**src/sv/bga_pkg.sv**
```systemverilog
// Shared types and constants for the battery gauge averager.
// No dependencies; every other file refers to this package by scoped names.
package bga_pkg;

    localparam int ELAPSED_W  = 24;
    localparam int ADC_W      = 12;
    localparam int SUM_W      = 18;
    localparam int MV_W       = 16;
    localparam int PCT_W      = 7;
    localparam int LVL_W      = 3;
    localparam int CFG_IDX_W  = 2;
    localparam int CFG_DATA_W = 24;
    localparam int OFFSET_W   = 16;

    // Register indexes on the configuration channel
    localparam logic [CFG_IDX_W-1:0] REG_HW_REVISION     = 2'd0;
    localparam logic [CFG_IDX_W-1:0] REG_VOLT_OFFSET     = 2'd1;
    localparam logic [CFG_IDX_W-1:0] REG_SAMPLE_INTERVAL = 2'd2;

    localparam logic [ELAPSED_W-1:0] INTERVAL_RESET = 24'd250000;

    // Revision 0 line: r : 720..920 -> 3700..4500 reduces to 4*r + 820
    localparam logic [MV_W-1:0] REV0_BIAS = 16'd820;
    // Revision 1 line: 4*r : 3780..5030 -> 3600..4600, slope 4/5
    localparam logic signed [19:0] REV1_IN_LO = 20'sd3780;
    localparam logic [MV_W-1:0]    REV1_OUT_LO = 16'd3600;
    // Reciprocal of 5 scaled by 2^22, exact for 20-bit dividends
    localparam int               DIV5_SHIFT = 22;
    localparam logic [19:0]      DIV5_MULT  = 20'd838861;

    // Percentage line: mv : 3700..4500 -> 0..100 reduces to (mv - 3700) / 8
    localparam logic signed [16:0] PCT_MV_LO = 17'sd3700;
    localparam logic [PCT_W-1:0]   PCT_MAX   = 7'd100;

    localparam logic [PCT_W-1:0] LVL5_ABOVE = 7'd80;
    localparam logic [PCT_W-1:0] LVL4_ABOVE = 7'd60;
    localparam logic [PCT_W-1:0] LVL3_ABOVE = 7'd40;
    localparam logic [PCT_W-1:0] LVL2_ABOVE = 7'd20;
    localparam logic [PCT_W-1:0] LVL1_FROM  = 7'd5;

    typedef struct packed {
        logic [PCT_W-1:0] percent;
        logic [LVL_W-1:0] level;
    } gauge_t;

endpackage

```
**src/sv/bga_if.sv**
```systemverilog
// Handshake channels of the battery gauge averager: tick in, result out, config.
// Depends on bga_pkg for field widths.
interface bga_tick_if;
    logic                           valid;
    logic                           ready;
    logic [bga_pkg::ELAPSED_W-1:0]  elapsed_us;
    logic [bga_pkg::ADC_W-1:0]      adc_sample;

    modport source (output valid, output elapsed_us, output adc_sample, input ready);
    modport sink   (input valid, input elapsed_us, input adc_sample, output ready);
endinterface

interface bga_result_if;
    logic                       valid;
    logic                       ready;
    logic [bga_pkg::MV_W-1:0]   battery_mv;
    logic [bga_pkg::PCT_W-1:0]  charge_percent;
    logic [bga_pkg::LVL_W-1:0]  charge_level;
    logic                       average_updated;

    modport source (output valid, output battery_mv, output charge_percent,
                    output charge_level, output average_updated, input ready);
    modport sink   (input valid, input battery_mv, input charge_percent,
                    input charge_level, input average_updated, output ready);
endinterface

interface bga_cfg_if;
    logic                           valid;
    logic                           ready;
    logic [bga_pkg::CFG_IDX_W-1:0]  index;
    logic [bga_pkg::CFG_DATA_W-1:0] data;

    modport source (output valid, output index, output data, input ready);
    modport sink   (input valid, input index, input data, output ready);
endinterface

```
**src/sv/bga_gauge.sv**
```systemverilog
// Charge percentage and five-step level from a millivolt reading.
// Combinational; depends on bga_pkg for constants and gauge_t.
module bga_gauge
(
    input  logic [bga_pkg::MV_W-1:0] mv,
    output bga_pkg::gauge_t          gauge
);

    logic signed [16:0]         span;
    logic [12:0]                eighths;
    logic [bga_pkg::PCT_W-1:0]  pct;

    assign span    = $signed({1'b0, mv}) - bga_pkg::PCT_MV_LO;
    assign eighths = span[15:3];

    always_comb
    begin
        // Truncation toward zero leaves small negative spans at 0, so clamp all of them
        if (span <= 17'sd0)
        begin
            pct = '0;
        end
        else if (eighths > 13'(bga_pkg::PCT_MAX))
        begin
            pct = bga_pkg::PCT_MAX;
        end
        else
        begin
            pct = eighths[bga_pkg::PCT_W-1:0];
        end
    end

    always_comb
    begin
        gauge.percent = pct;
        priority if (pct > bga_pkg::LVL5_ABOVE)
        begin
            gauge.level = 3'd5;
        end
        else if (pct > bga_pkg::LVL4_ABOVE)
        begin
            gauge.level = 3'd4;
        end
        else if (pct > bga_pkg::LVL3_ABOVE)
        begin
            gauge.level = 3'd3;
        end
        else if (pct > bga_pkg::LVL2_ABOVE)
        begin
            gauge.level = 3'd2;
        end
        else if (pct >= bga_pkg::LVL1_FROM)
        begin
            gauge.level = 3'd1;
        end
        else
        begin
            gauge.level = 3'd0;
        end
    end

endmodule

```
**src/sv/battery_gauge_averager.sv**
```systemverilog
// Battery gauge averager: one result per tick transfer; one tick accepted and one
// result delivered every cycle while the result side is not stalling.
// Five register stages with per-stage valid bits; a stall at the output only
// backs up stages that are full. Depth is set by the two reciprocal multiplies.
// Reset (rst_n low, asynchronous) empties the pipe, clears the accumulators and
// the average, and loads the registers with revision 0, offset 0, 250000 us.
module battery_gauge_averager
#(
    parameter int SAMPLES_PER_AVERAGE = 8
)
(
    input  logic         clk,
    input  logic         rst_n,
    bga_tick_if.sink     tick,
    bga_result_if.source result,
    bga_cfg_if.sink      cfg
);

    localparam int CNT_W = $clog2(SAMPLES_PER_AVERAGE + 1);
    localparam int AVG_K = bga_pkg::SUM_W + $clog2(SAMPLES_PER_AVERAGE);
    localparam int MUL_W = AVG_K + 1;
    localparam logic [63:0] AVG_MULT =
        ((64'd1 << AVG_K) + 64'(SAMPLES_PER_AVERAGE) - 64'd1) / 64'(SAMPLES_PER_AVERAGE);

    // Configuration
    logic                               rev_reg;
    logic signed [bga_pkg::OFFSET_W-1:0] off_reg;
    logic [bga_pkg::ELAPSED_W-1:0]      interval_reg;

    // Averaging state; avg_sum_reg is the sum behind the current average
    logic [bga_pkg::ELAPSED_W-1:0]      accum_reg, accum_next;
    logic [bga_pkg::SUM_W-1:0]          sum_reg, sum_next;
    logic [CNT_W-1:0]                   cnt_reg, cnt_next;
    logic [bga_pkg::SUM_W-1:0]          avg_sum_reg, avg_sum_next;

    // Pipe valid bits and stage readiness
    logic v1_reg, v2_reg, v3_reg, v4_reg, v5_reg;
    logic r1, r2, r3, r4, r5;

    // Stage payloads
    logic [bga_pkg::ELAPSED_W-1:0]  p1_elapsed_reg;
    logic [bga_pkg::ADC_W-1:0]      p1_sample_reg;
    logic [bga_pkg::SUM_W-1:0]      p2_snap_reg;
    logic                           p2_upd_reg, upd_next;
    logic [bga_pkg::ADC_W-1:0]      p3_avg_reg;
    logic                           p3_upd_reg;
    logic                           p4_rev_reg, p4_neg_reg, p4_upd_reg;
    logic [39:0]                    p4_prod_reg;
    logic [bga_pkg::MV_W-1:0]       p4_mv0_reg;
    logic [bga_pkg::MV_W-1:0]       mv_reg;
    logic                           upd_reg;
    bga_pkg::gauge_t                gauge_reg;

    // Stage combinational signals
    logic [bga_pkg::ELAPSED_W:0]    accum_sum;
    logic                           due;
    logic [bga_pkg::SUM_W-1:0]      sum_inc;
    logic [CNT_W-1:0]               cnt_inc;
    logic [bga_pkg::SUM_W+MUL_W-1:0] avg_prod;
    logic [bga_pkg::MV_W-1:0]       rev1_in;
    logic signed [19:0]             rev1_span;
    logic [17:0]                    rev1_mag;
    logic [19:0]                    rev1_num;
    logic [39:0]                    rev1_prod;
    logic [bga_pkg::MV_W-1:0]       mv0;
    logic [bga_pkg::MV_W-1:0]       q16;
    logic [bga_pkg::MV_W-1:0]       mv_next;
    bga_pkg::gauge_t                gauge_next;

    assign r5 = !v5_reg || result.ready;
    assign r4 = !v4_reg || r5;
    assign r3 = !v3_reg || r4;
    assign r2 = !v2_reg || r3;
    assign r1 = !v1_reg || r2;

    assign tick.ready = r1;
    assign cfg.ready  = 1'b1;

    // Time accumulation and sample summing for the tick leaving stage 1
    always_comb
    begin
        accum_sum    = {1'b0, accum_reg} + {1'b0, p1_elapsed_reg};
        due          = accum_sum >= {1'b0, interval_reg};
        sum_inc      = sum_reg + bga_pkg::SUM_W'(p1_sample_reg);
        cnt_inc      = cnt_reg + CNT_W'(1);
        accum_next   = accum_sum[bga_pkg::ELAPSED_W-1:0];
        sum_next     = sum_reg;
        cnt_next     = cnt_reg;
        avg_sum_next = avg_sum_reg;
        upd_next     = 1'b0;
        if (due)
        begin
            accum_next = '0;
            if (cnt_inc == CNT_W'(SAMPLES_PER_AVERAGE))
            begin
                avg_sum_next = sum_inc;
                sum_next     = '0;
                cnt_next     = '0;
                upd_next     = 1'b1;
            end
            else
            begin
                sum_next = sum_inc;
                cnt_next = cnt_inc;
            end
        end
    end

    // Mean by reciprocal multiply, exact over the whole sum range
    assign avg_prod = {{MUL_W{1'b0}}, p2_snap_reg}
                    * {{bga_pkg::SUM_W{1'b0}}, AVG_MULT[MUL_W-1:0]};

    // Millivolt maps from the average
    always_comb
    begin
        rev1_in   = bga_pkg::MV_W'(p3_avg_reg) + off_reg;
        rev1_span = $signed({2'b00, rev1_in, 2'b00}) - bga_pkg::REV1_IN_LO;
        rev1_mag  = rev1_span[19] ? 18'(-rev1_span) : rev1_span[17:0];
        rev1_num  = {rev1_mag, 2'b00};
        rev1_prod = {20'd0, rev1_num} * {20'd0, bga_pkg::DIV5_MULT};
        mv0       = {p3_avg_reg, 2'b00} + bga_pkg::REV0_BIAS + off_reg;
    end

    // Quotient toward zero, then wrap to 16 bits
    assign q16     = p4_prod_reg[bga_pkg::DIV5_SHIFT +: bga_pkg::MV_W];
    assign mv_next = p4_rev_reg
                   ? bga_pkg::REV1_OUT_LO + (p4_neg_reg ? -q16 : q16)
                   : p4_mv0_reg;

    bga_gauge u_gauge
    (
        .mv    (mv_next),
        .gauge (gauge_next)
    );

    // Control state, configuration and averaging state
    always_ff @(posedge clk or negedge rst_n)
    begin
        if (!rst_n)
        begin
            v1_reg       <= 1'b0;
            v2_reg       <= 1'b0;
            v3_reg       <= 1'b0;
            v4_reg       <= 1'b0;
            v5_reg       <= 1'b0;
            rev_reg      <= 1'b0;
            off_reg      <= '0;
            interval_reg <= bga_pkg::INTERVAL_RESET;
            accum_reg    <= '0;
            sum_reg      <= '0;
            cnt_reg      <= '0;
            avg_sum_reg  <= '0;
        end
        else
        begin
            if (r1)
            begin
                v1_reg <= tick.valid;
            end
            if (r2)
            begin
                v2_reg <= v1_reg;
            end
            if (r3)
            begin
                v3_reg <= v2_reg;
            end
            if (r4)
            begin
                v4_reg <= v3_reg;
            end
            if (r5)
            begin
                v5_reg <= v4_reg;
            end
            // Advance the averaging state only as a tick moves on
            if (v1_reg && r2)
            begin
                accum_reg   <= accum_next;
                sum_reg     <= sum_next;
                cnt_reg     <= cnt_next;
                avg_sum_reg <= avg_sum_next;
            end
            if (cfg.valid)
            begin
                unique case (cfg.index)
                    bga_pkg::REG_HW_REVISION:     rev_reg      <= cfg.data[0];
                    bga_pkg::REG_VOLT_OFFSET:     off_reg      <= cfg.data[bga_pkg::OFFSET_W-1:0];
                    bga_pkg::REG_SAMPLE_INTERVAL: interval_reg <= cfg.data;
                    default:                      ;
                endcase
            end
        end
    end

    // Stage payloads
    always_ff @(posedge clk)
    begin
        if (r1 && tick.valid)
        begin
            p1_elapsed_reg <= tick.elapsed_us;
            p1_sample_reg  <= tick.adc_sample;
        end
        if (r2 && v1_reg)
        begin
            p2_snap_reg <= avg_sum_next;
            p2_upd_reg  <= upd_next;
        end
        if (r3 && v2_reg)
        begin
            p3_avg_reg <= avg_prod[AVG_K +: bga_pkg::ADC_W];
            p3_upd_reg <= p2_upd_reg;
        end
        if (r4 && v3_reg)
        begin
            p4_rev_reg  <= rev_reg;
            p4_neg_reg  <= rev1_span[19];
            p4_prod_reg <= rev1_prod;
            p4_mv0_reg  <= mv0;
            p4_upd_reg  <= p3_upd_reg;
        end
        if (r5 && v4_reg)
        begin
            mv_reg    <= mv_next;
            gauge_reg <= gauge_next;
            upd_reg   <= p4_upd_reg;
        end
    end

    assign result.valid           = v5_reg;
    assign result.battery_mv      = mv_reg;
    assign result.charge_percent  = gauge_reg.percent;
    assign result.charge_level    = gauge_reg.level;
    assign result.average_updated = upd_reg;

    a_count_below_n: assert property (@(posedge clk) disable iff (!rst_n)
        cnt_reg < CNT_W'(SAMPLES_PER_AVERAGE))
        else $error("sample count reached the averaging length");

    a_percent_range: assert property (@(posedge clk) disable iff (!rst_n)
        result.valid |-> result.charge_percent <= bga_pkg::PCT_MAX)
        else $error("charge percentage above full scale");

    a_empty_takes_tick: assert property (@(posedge clk) disable iff (!rst_n)
        !v1_reg |-> tick.ready)
        else $error("empty input stage refused a tick");

    a_update_flag_flows: assert property (@(posedge clk) disable iff (!rst_n)
        (v1_reg && r2 && upd_next) |=> (v2_reg && p2_upd_reg))
        else $error("completed average lost its update flag");

endmodule

```
**src/flat_wrapper.sv**
```systemverilog
// flat-port wrapper written by rule: the top's interface ports become plain ports
module battery_gauge_averager_flat 
#(
    parameter int SAMPLES_PER_AVERAGE = 8
)
  (clk, rst_n, tick_valid, tick_elapsed_us, tick_adc_sample, tick_ready, result_valid, result_battery_mv, result_charge_percent, result_charge_level, result_average_updated, result_ready, cfg_valid, cfg_index, cfg_data, cfg_ready);
  bga_tick_if tick_i ();
  bga_result_if result_i ();
  bga_cfg_if cfg_i ();
  input  logic clk;
  input  logic rst_n;
  input wire logic [$bits(tick_i.valid)-1:0] tick_valid;
  input wire logic [$bits(tick_i.elapsed_us)-1:0] tick_elapsed_us;
  input wire logic [$bits(tick_i.adc_sample)-1:0] tick_adc_sample;
  output wire logic [$bits(tick_i.ready)-1:0] tick_ready;
  output wire logic [$bits(result_i.valid)-1:0] result_valid;
  output wire logic [$bits(result_i.battery_mv)-1:0] result_battery_mv;
  output wire logic [$bits(result_i.charge_percent)-1:0] result_charge_percent;
  output wire logic [$bits(result_i.charge_level)-1:0] result_charge_level;
  output wire logic [$bits(result_i.average_updated)-1:0] result_average_updated;
  input wire logic [$bits(result_i.ready)-1:0] result_ready;
  input wire logic [$bits(cfg_i.valid)-1:0] cfg_valid;
  input wire logic [$bits(cfg_i.index)-1:0] cfg_index;
  input wire logic [$bits(cfg_i.data)-1:0] cfg_data;
  output wire logic [$bits(cfg_i.ready)-1:0] cfg_ready;
  assign tick_i.valid = tick_valid;
  assign tick_i.elapsed_us = tick_elapsed_us;
  assign tick_i.adc_sample = tick_adc_sample;
  assign tick_ready = tick_i.ready;
  assign result_valid = result_i.valid;
  assign result_battery_mv = result_i.battery_mv;
  assign result_charge_percent = result_i.charge_percent;
  assign result_charge_level = result_i.charge_level;
  assign result_average_updated = result_i.average_updated;
  assign result_i.ready = result_ready;
  assign cfg_i.valid = cfg_valid;
  assign cfg_i.index = cfg_index;
  assign cfg_i.data = cfg_data;
  assign cfg_ready = cfg_i.ready;
  battery_gauge_averager #(.SAMPLES_PER_AVERAGE(SAMPLES_PER_AVERAGE)) u_core (.clk(clk), .rst_n(rst_n), .tick(tick_i), .result(result_i), .cfg(cfg_i));
endmodule
```
**config.mk**
```make
export PLATFORM = sky130hd
export DESIGN_NAME = battery_gauge_averager_flat
export DESIGN_NICKNAME = d
export VERILOG_FILES = /design/src/sv/bga_pkg.sv /design/src/sv/bga_if.sv /design/src/sv/bga_gauge.sv /design/src/sv/battery_gauge_averager.sv /design/src/flat_wrapper.sv
export SDC_FILE = /design/constraint.sdc
export NUM_CORES = 1
export LEC_CHECK = 0
export ABC_CLOCK_PERIOD_IN_PS = 8810
export BUFFER_PORTS_ARGS = -buffer_cell sky130_fd_sc_hd__buf_2
export CELL_PAD_IN_SITES_DETAIL_PLACEMENT = 0
export CELL_PAD_IN_SITES_GLOBAL_PLACEMENT = 2
export CORE_MARGIN = 2
export CORE_UTILIZATION = 35
export CTS_CLUSTER_SIZE = 8
export DETAILED_ROUTE_END_ITERATION = 8
export GPL_ROUTABILITY_DRIVEN = 1
export HOLD_SLACK_MARGIN = 0.15
export PLACE_DENSITY_LB_ADDON = 0.1
export SETUP_SLACK_MARGIN = 0.15
export SYNTH_ARGS = -nofsm -noshare
export SYNTH_HDL_FRONTEND = slang
export SYNTH_SLANG_ARGS = --single-unit
```
**constraint.sdc**
```tcl
create_clock -name clk -period 8.81 [get_ports clk]
set_input_delay 0.4405 -clock clk [delete_from_list [all_inputs] [get_ports clk]]
set_output_delay 0.4405 -clock clk [all_outputs]
set_load 0.1 [all_outputs]
```
## Word-level counts from Yosys, hierarchy flattened

Index checks and enable logic that the tools add are counted.

- Add/sub/neg operators: 11
- $mul: 1
- Div/mod/pow operators: 0
- Magnitude comparators: 8
- Eq/ne operators: 3
- Shifts and indexed selects: 0
- Multiplexer cells: 15
- Bitwise logic cells: 0
- Reduce and logical (&&, ||, !) cells: 21

Operators by type and width:

| operator | count |
|---|---|
| 2-to-1 mux 18 bit | 4 |
| multiplier 18 x 20 -> 36 bit (second input constant) | 1 |
| 2-to-1 mux 16 bit | 2 |
| adder 24 x 24 -> 25 bit | 1 |
| greater-or-equal comparator 25 x 24 -> 1 bit | 1 |
| 2-to-1 mux 24 bit | 1 |
| subtractor 18 x 12 -> 19 bit (second input constant) | 1 |
| adder 18 x 12 -> 18 bit | 1 |
| negator 18 bit | 1 |
| <= comparator 17 x 1 -> 1 bit (second input constant) | 1 |
| subtractor 16 x 12 -> 17 bit (second input constant) | 1 |
| adder 12 x 16 -> 16 bit | 1 |
| adder 12 x 16 -> 16 bit (first input constant) | 1 |
| adder 16 bit | 1 |
| negator 16 bit | 1 |
| adder 14 x 10 -> 15 bit (second input constant) | 1 |
| > comparator 7 x 6 -> 1 bit (second input constant) | 2 |
| 2-to-1 mux 7 bit | 2 |
| > comparator 13 x 7 -> 1 bit (second input constant) | 1 |
| AND reduction 2 bit | 4 |
| greater-or-equal comparator 7 x 3 -> 1 bit (second input constant) | 1 |
| > comparator 7 x 5 -> 1 bit (second input constant) | 1 |
| > comparator 7 bit (second input constant) | 1 |
| logical AND 1 bit | 5 |
| other kinds (11) | 22 |

- Flip-flop bits (word level): 257
- Latch bits: 0
- Bits in writable memories: 0
- Bits in read-only memories: 0
- Input port bits: 67
- Word-level logic and storage cells: 87
- Memories kept: 0

## Logic depth before layout (Yosys ltp)

- Depth in word-level cells: 13
- Mapped depth: 38

## Modules after synthesis

Synthesis repeated with hierarchy kept, for this count alone.

- Cells, all modules: 1661
- Area, all modules: 17808.3 µm²

By module, submodules not included:

| module | instances | cells an instance | area each (µm²) | seq. area each (µm²) |
|---|---|---|---|---|
| battery_gauge_averager | 1 | 1579 | 17247.8 | 6259.8 |
| bga_gauge | 1 | 82 | 560.5 | 0.0 |

## Least setup slack after synthesis

No wires, ideal clock.

- Path kind: reg2reg
- From: reg u_core.p3_avg_reg[0] (netlist name)
- To: reg u_core.p4_prod_reg[36] (data pin)
- Library setup time: 174 ps
- Arrival: 8675 ps
- Required time: 8636 ps
- Path slack: -39 ps
- Cell stages (with the launch flop): 37
- Buffers on the path: 1
- Clock period less this slack: 8849 ps
- Path through: edfxtp_1 > ha_1 > fa_1 > inv_1 > ha_1 > nor3b_1 > a32o_1 > nor4b_1 > o211ai_1 > a211oi_1 > nor2_1 > nand2_1 > clkinv_1 > nand2_1 > xnor2_1 > ha_1 > fa_1 > inv_1 > fa_1 > inv_1 > fa_1 > inv_1 > fa_1 > fa_1 > inv_1 > ha_1 > clkbuf_1 > and4_1 > a21boi_0 > o21ai_0 > a21o_1 > a21o_1 > a21o_1 > a21oi_1 > mux2i_1 > nand2_1 > a311oi_1

- Elaborated cells on any way between the ends: 5
- Classes of those cells: 3 x add/sub; 1 x mul; 1 x mux

RTL lines:

| what | line | source |
|---|---|---|
| start, declared | battery_gauge_averager.sv:45 | `logic [bga_pkg::ADC_W-1:0] p3_avg_reg;` |
| start signal, assigned | battery_gauge_averager.sv:211 | `p3_avg_reg <= avg_prod[AVG_K +: bga_pkg::ADC_W];` |
| adder 12 x 16 -> 16 bit | battery_gauge_averager.sv:116 | `rev1_in = bga_pkg::MV_W'(p3_avg_reg) + off_reg;` |
| subtractor 18 x 12 -> 19 bit | battery_gauge_averager.sv:117 | `rev1_span = $signed({2'b00, rev1_in, 2'b00}) - bga_pkg::REV1_IN_LO;` |
| net u_core.rev1_span[18] | battery_gauge_averager.sv:61 | `logic signed [19:0] rev1_span;` |
| 2-to-1 mux 18 bit | battery_gauge_averager.sv:118 | `rev1_mag = rev1_span[19] ? 18'(-rev1_span) : rev1_span[17:0];` |
| multiplier 18 x 20 -> 36 bit | battery_gauge_averager.sv:120 | `rev1_prod = {20'd0, rev1_num} * {20'd0, bga_pkg::DIV5_MULT};` |
| net u_core.rev1_prod[36] | battery_gauge_averager.sv:64 | `logic [39:0] rev1_prod;` |
| end signal, assigned | battery_gauge_averager.sv:218 | `p4_prod_reg <= rev1_prod;` |
| end, declared | battery_gauge_averager.sv:48 | `logic [39:0] p4_prod_reg;` |

The timed path passes the listed nets, and every way through them passes these cells.
A chain may end at the register's enable or synchronous reset.

## Worst setup path after layout

Same ends and word-level chain as after synthesis.

==> results.txt <==
Clk buf depth -> 3
Chip width -> 233 um
DR iter-0 viols -> 501
First-pass GRT wire length -> 77400 um
Compound-gate portion of the synthesized area -> 14.1%
DIE HEIGHT -> 233 um
Share of layout cells above drive strength 1 -> 23.7%
Clock Latency Late Sink -> 550 ps
DPL Wire Length -> 38000 um
Synth-to-Final Area Change -> 23.5%
Slowest-stage cell, CP -> fa_1
Largest family of logic cells by synthesized area -> adder cells
Asr flop ratio synth -> 44.9%
CTS root buf -> clkbuf_16
Final worst-path cycle share -> 95.9%
Syn nets -> 2146
Synthesis Warnings -> 0
Final hold violations -> 0
Slew margin rel. -> 26.5%
Worst setup startpoint -> u_core.p3_avg_reg[0]
Critical Path Most Common Cell -> a21o_1
GR Util All Layers -> 18.2%
CP Capture Point -> u_core.p4_prod_reg[36]
HP Class -> input port to flip-flop
Yosys reg bits -> 225
ANT nets after route -> 0
Cell taking the most area after synthesis -> edfxtp_1
Finish-stage setup viols -> 0
Initial antenna violation count -> 0
RePlAce Congestion -> 0.847
Worst-path fanout max -> 5
Worst EP arrival -> 8710 ps
CTS tree -> done
DR pass1 iterations -> 5
Sink Count -> 225
Flop2flop setup slack -> 360 ps
Via count -> 13856
Mapped cell area -> 0.0184 mm2
R2R depth -> 37
# IOs -> 97
Fin cells -> 2786
Cells after Synth -> 1785
Avg Cell Area, Syn -> 10.3 um2
CTS Buf Count -> 35
GR Overflow Total -> 0
Total core area -> 0.0516 mm2
Full die area -> 0.0543 mm2
Antenna diodes -> 0
Fmax -> 118 MHz
Row cnt -> 83
Slew Viols, Final -> 0
Top FF cell, synth -> edfxtp_1
DRC Markers -> 0
CTS H-tree depth -> 2
WL/cell -> 17.4 um
Synth Area in Adders -> 23.3%
Port Buffer Count -> 95
Setup ws final -> 361 ps
Largest net degree at the start of global routing -> 53
DP Worst Slack -> -165 ps
Maxcap violations -> 0
Clk_skew -> 21.7 ps
Initial Utilization -> 35.6%
FF-to-FF End -> u_core.p4_prod_reg[36]
Final worst path period need -> 8450 ps
CP Capture Type -> flip-flop
Number of flops mapped to enable cells by yosys -> 124
Worst EP required -> 9080 ps
Post-synthesis mux area share -> 5.10%
Worst-Margin Slew -> 1100 ps
Post-Place Cells -> 2641
Kind of critical path -> flip-flop to flip-flop
Top post-synthesis cells by area -> edfxtp_1 20%, ha_1 15%, dfrtp_1 13%, fa_1 8.8%, inv_1 4.7%
Slowest stage delay, CP -> 580 ps
Most common cell in the synthesized netlist -> inv_1
Nets@finish -> 2440
RSZ-0062 raised after global routing -> true
Simple-Gate Fraction of Synth Area -> 11.8%
Synth cell count leaders -> 229 x inv_1, 213 x ha_1, 124 x edfxtp_1, 113 x nand2_1, 94 x dfrtp_1
Total wire length -> 48600 um
Clk slew on worst S/H paths -> 50 ps
Xor/xnor share of the synthesized area -> 5.72%
CP Launch Type -> flip-flop
Vias in the first global route -> 14139
Synth top area share -> 20.3%
Sequential share of the synthesized area -> 34.1%
Reg-to-reg startpoint -> u_core.p3_avg_reg[0]
Status -> finished clean
Vias per Instance -> 4.97
Synth cell types -> 103
## metrics by stage
stage / hold WS (ps) / instance area, um2 / setup TNS, ps / utilization (%)
5_1_grt: 158 / 22700 / -216 / 44.0
2_1_floorplan: 145 / 18400 / 0 / -
3_5_place_dp: 405 / 20400 / -165 / 39.6
4_1_cts: 150 / 22300 / 0 / 43.1
3_3_place_gp: 402 / 20400 / 0 / 39.6
6_report: 183 / 22700 / 0 / 44.0
## worst max-delay path: cells and delay by family, from the launching register on
family	cells	cell delay, ps
fa+ha+maj	10	4010
compound gates	14	2170
simple gates	5	630
mux	1	320
flops	1	420
buf+inv	7	600
## repair_timing
action                                 4_1_cts  5_1_grt
endpoints found under the hold margin      100        0
setup endpoints to repair                    1       16
pin swaps                                   32       52
gates cloned                                 0        0
hold buffers                                53        0
setup buffers                               16       12
gates resized for setup                     32       84
## placed cells by master, fill, tap and decap left out, types with 9 or more instances in the layout
| master | instances |
|---|---|
| clkbuf_1 | 23 |
| buf_6 | 12 |
| o31ai_1 | 9 |
| clkbuf_16 | 36 |
| nand3_1 | 27 |
| dlygate4sd3_1 | 53 |
| o21a_1 | 14 |
| and2_1 | 10 |
| o21bai_1 | 12 |
| nand2b_1 | 16 |
| a31oi_1 | 10 |
| o21ai_0 | 69 |
| buf_2 | 94 |
| inv_1 | 216 |
| inv_2 | 13 |
| a21oi_1 | 81 |
| nand4_1 | 23 |
| fa_1 | 73 |
| nand2_1 | 109 |
| nor2_1 | 64 |
| mux2_2 | 73 |
| xor2_1 | 33 |
| or2_2 | 10 |
| or3_1 | 16 |
| mux2i_1 | 9 |
| ha_1 | 203 |
| a21boi_0 | 9 |
| nor3_1 | 26 |
| and3_1 | 17 |
| dfrtp_1 | 93 |
| buf_4 | 135 |
| xnor2_1 | 79 |
| a211oi_1 | 9 |
| edfxtp_1 | 124 |
| a21o_1 | 45 |
| nor2b_1 | 24 |
## cell type report
type / instances / area [um2]
clock inverters: 5 / 92.6
repair buffers: 294 / 2150
multi-input cells: 1291 / 11500
clock buffers: 59 / 987
fillers: 5009 / 28900
well taps: 680 / 851
inverters: 232 / 873
flip-flops and latches: 225 / 6260
## layer usage
metal | vias up | global-route usage, % | routed length (um)
met5 | - | 0 | 0
met2 | 195 | 30.7 | 23200
met4 | 0 | 4.92 | 1110
met3 | 63 | 2.26 | 1190
met1 | 6662 | 24.6 | 23100
li1 | 6936 | - | -
## how the worst min path moves through the flow
| stage | startpoint | end | slack, ps | cells past startpoint |
|---|---|---|---|---|
| finish | cfg_data[10] | u_core.off_reg[10] | 180 | 2 |
| global route | cfg_data[4] | u_core.off_reg[4] | 160 | 2 |
| CTS | cfg_data[4] | u_core.off_reg[4] | 150 | 2 |
| detailed placement | u_core.p2_snap_reg[9] | u_core.p3_avg_reg[6] | 410 | 0 |
| global placement | u_core.p2_snap_reg[14] | u_core.p3_avg_reg[11] | 400 | 0 |
| floorplan | rst_n | u_core.accum_reg[0] | 140 | 0 |
## kinds of logic after synthesis
| kind of cell | Yosys count |
|---|---|
| and+or+nand+nor | 413 |
| AOI/OAI and AO/OA | 379 |
| adders and majority gates | 294 |
| buffers and inverters | 269 |
| DFF | 225 |
| xor gates and xnor gates | 120 |
| muxes | 84 |
| other | 1 |
Power is not shown: default switching activity piles up to over one toggle a cycle in this logic, so the estimate is an artifact.
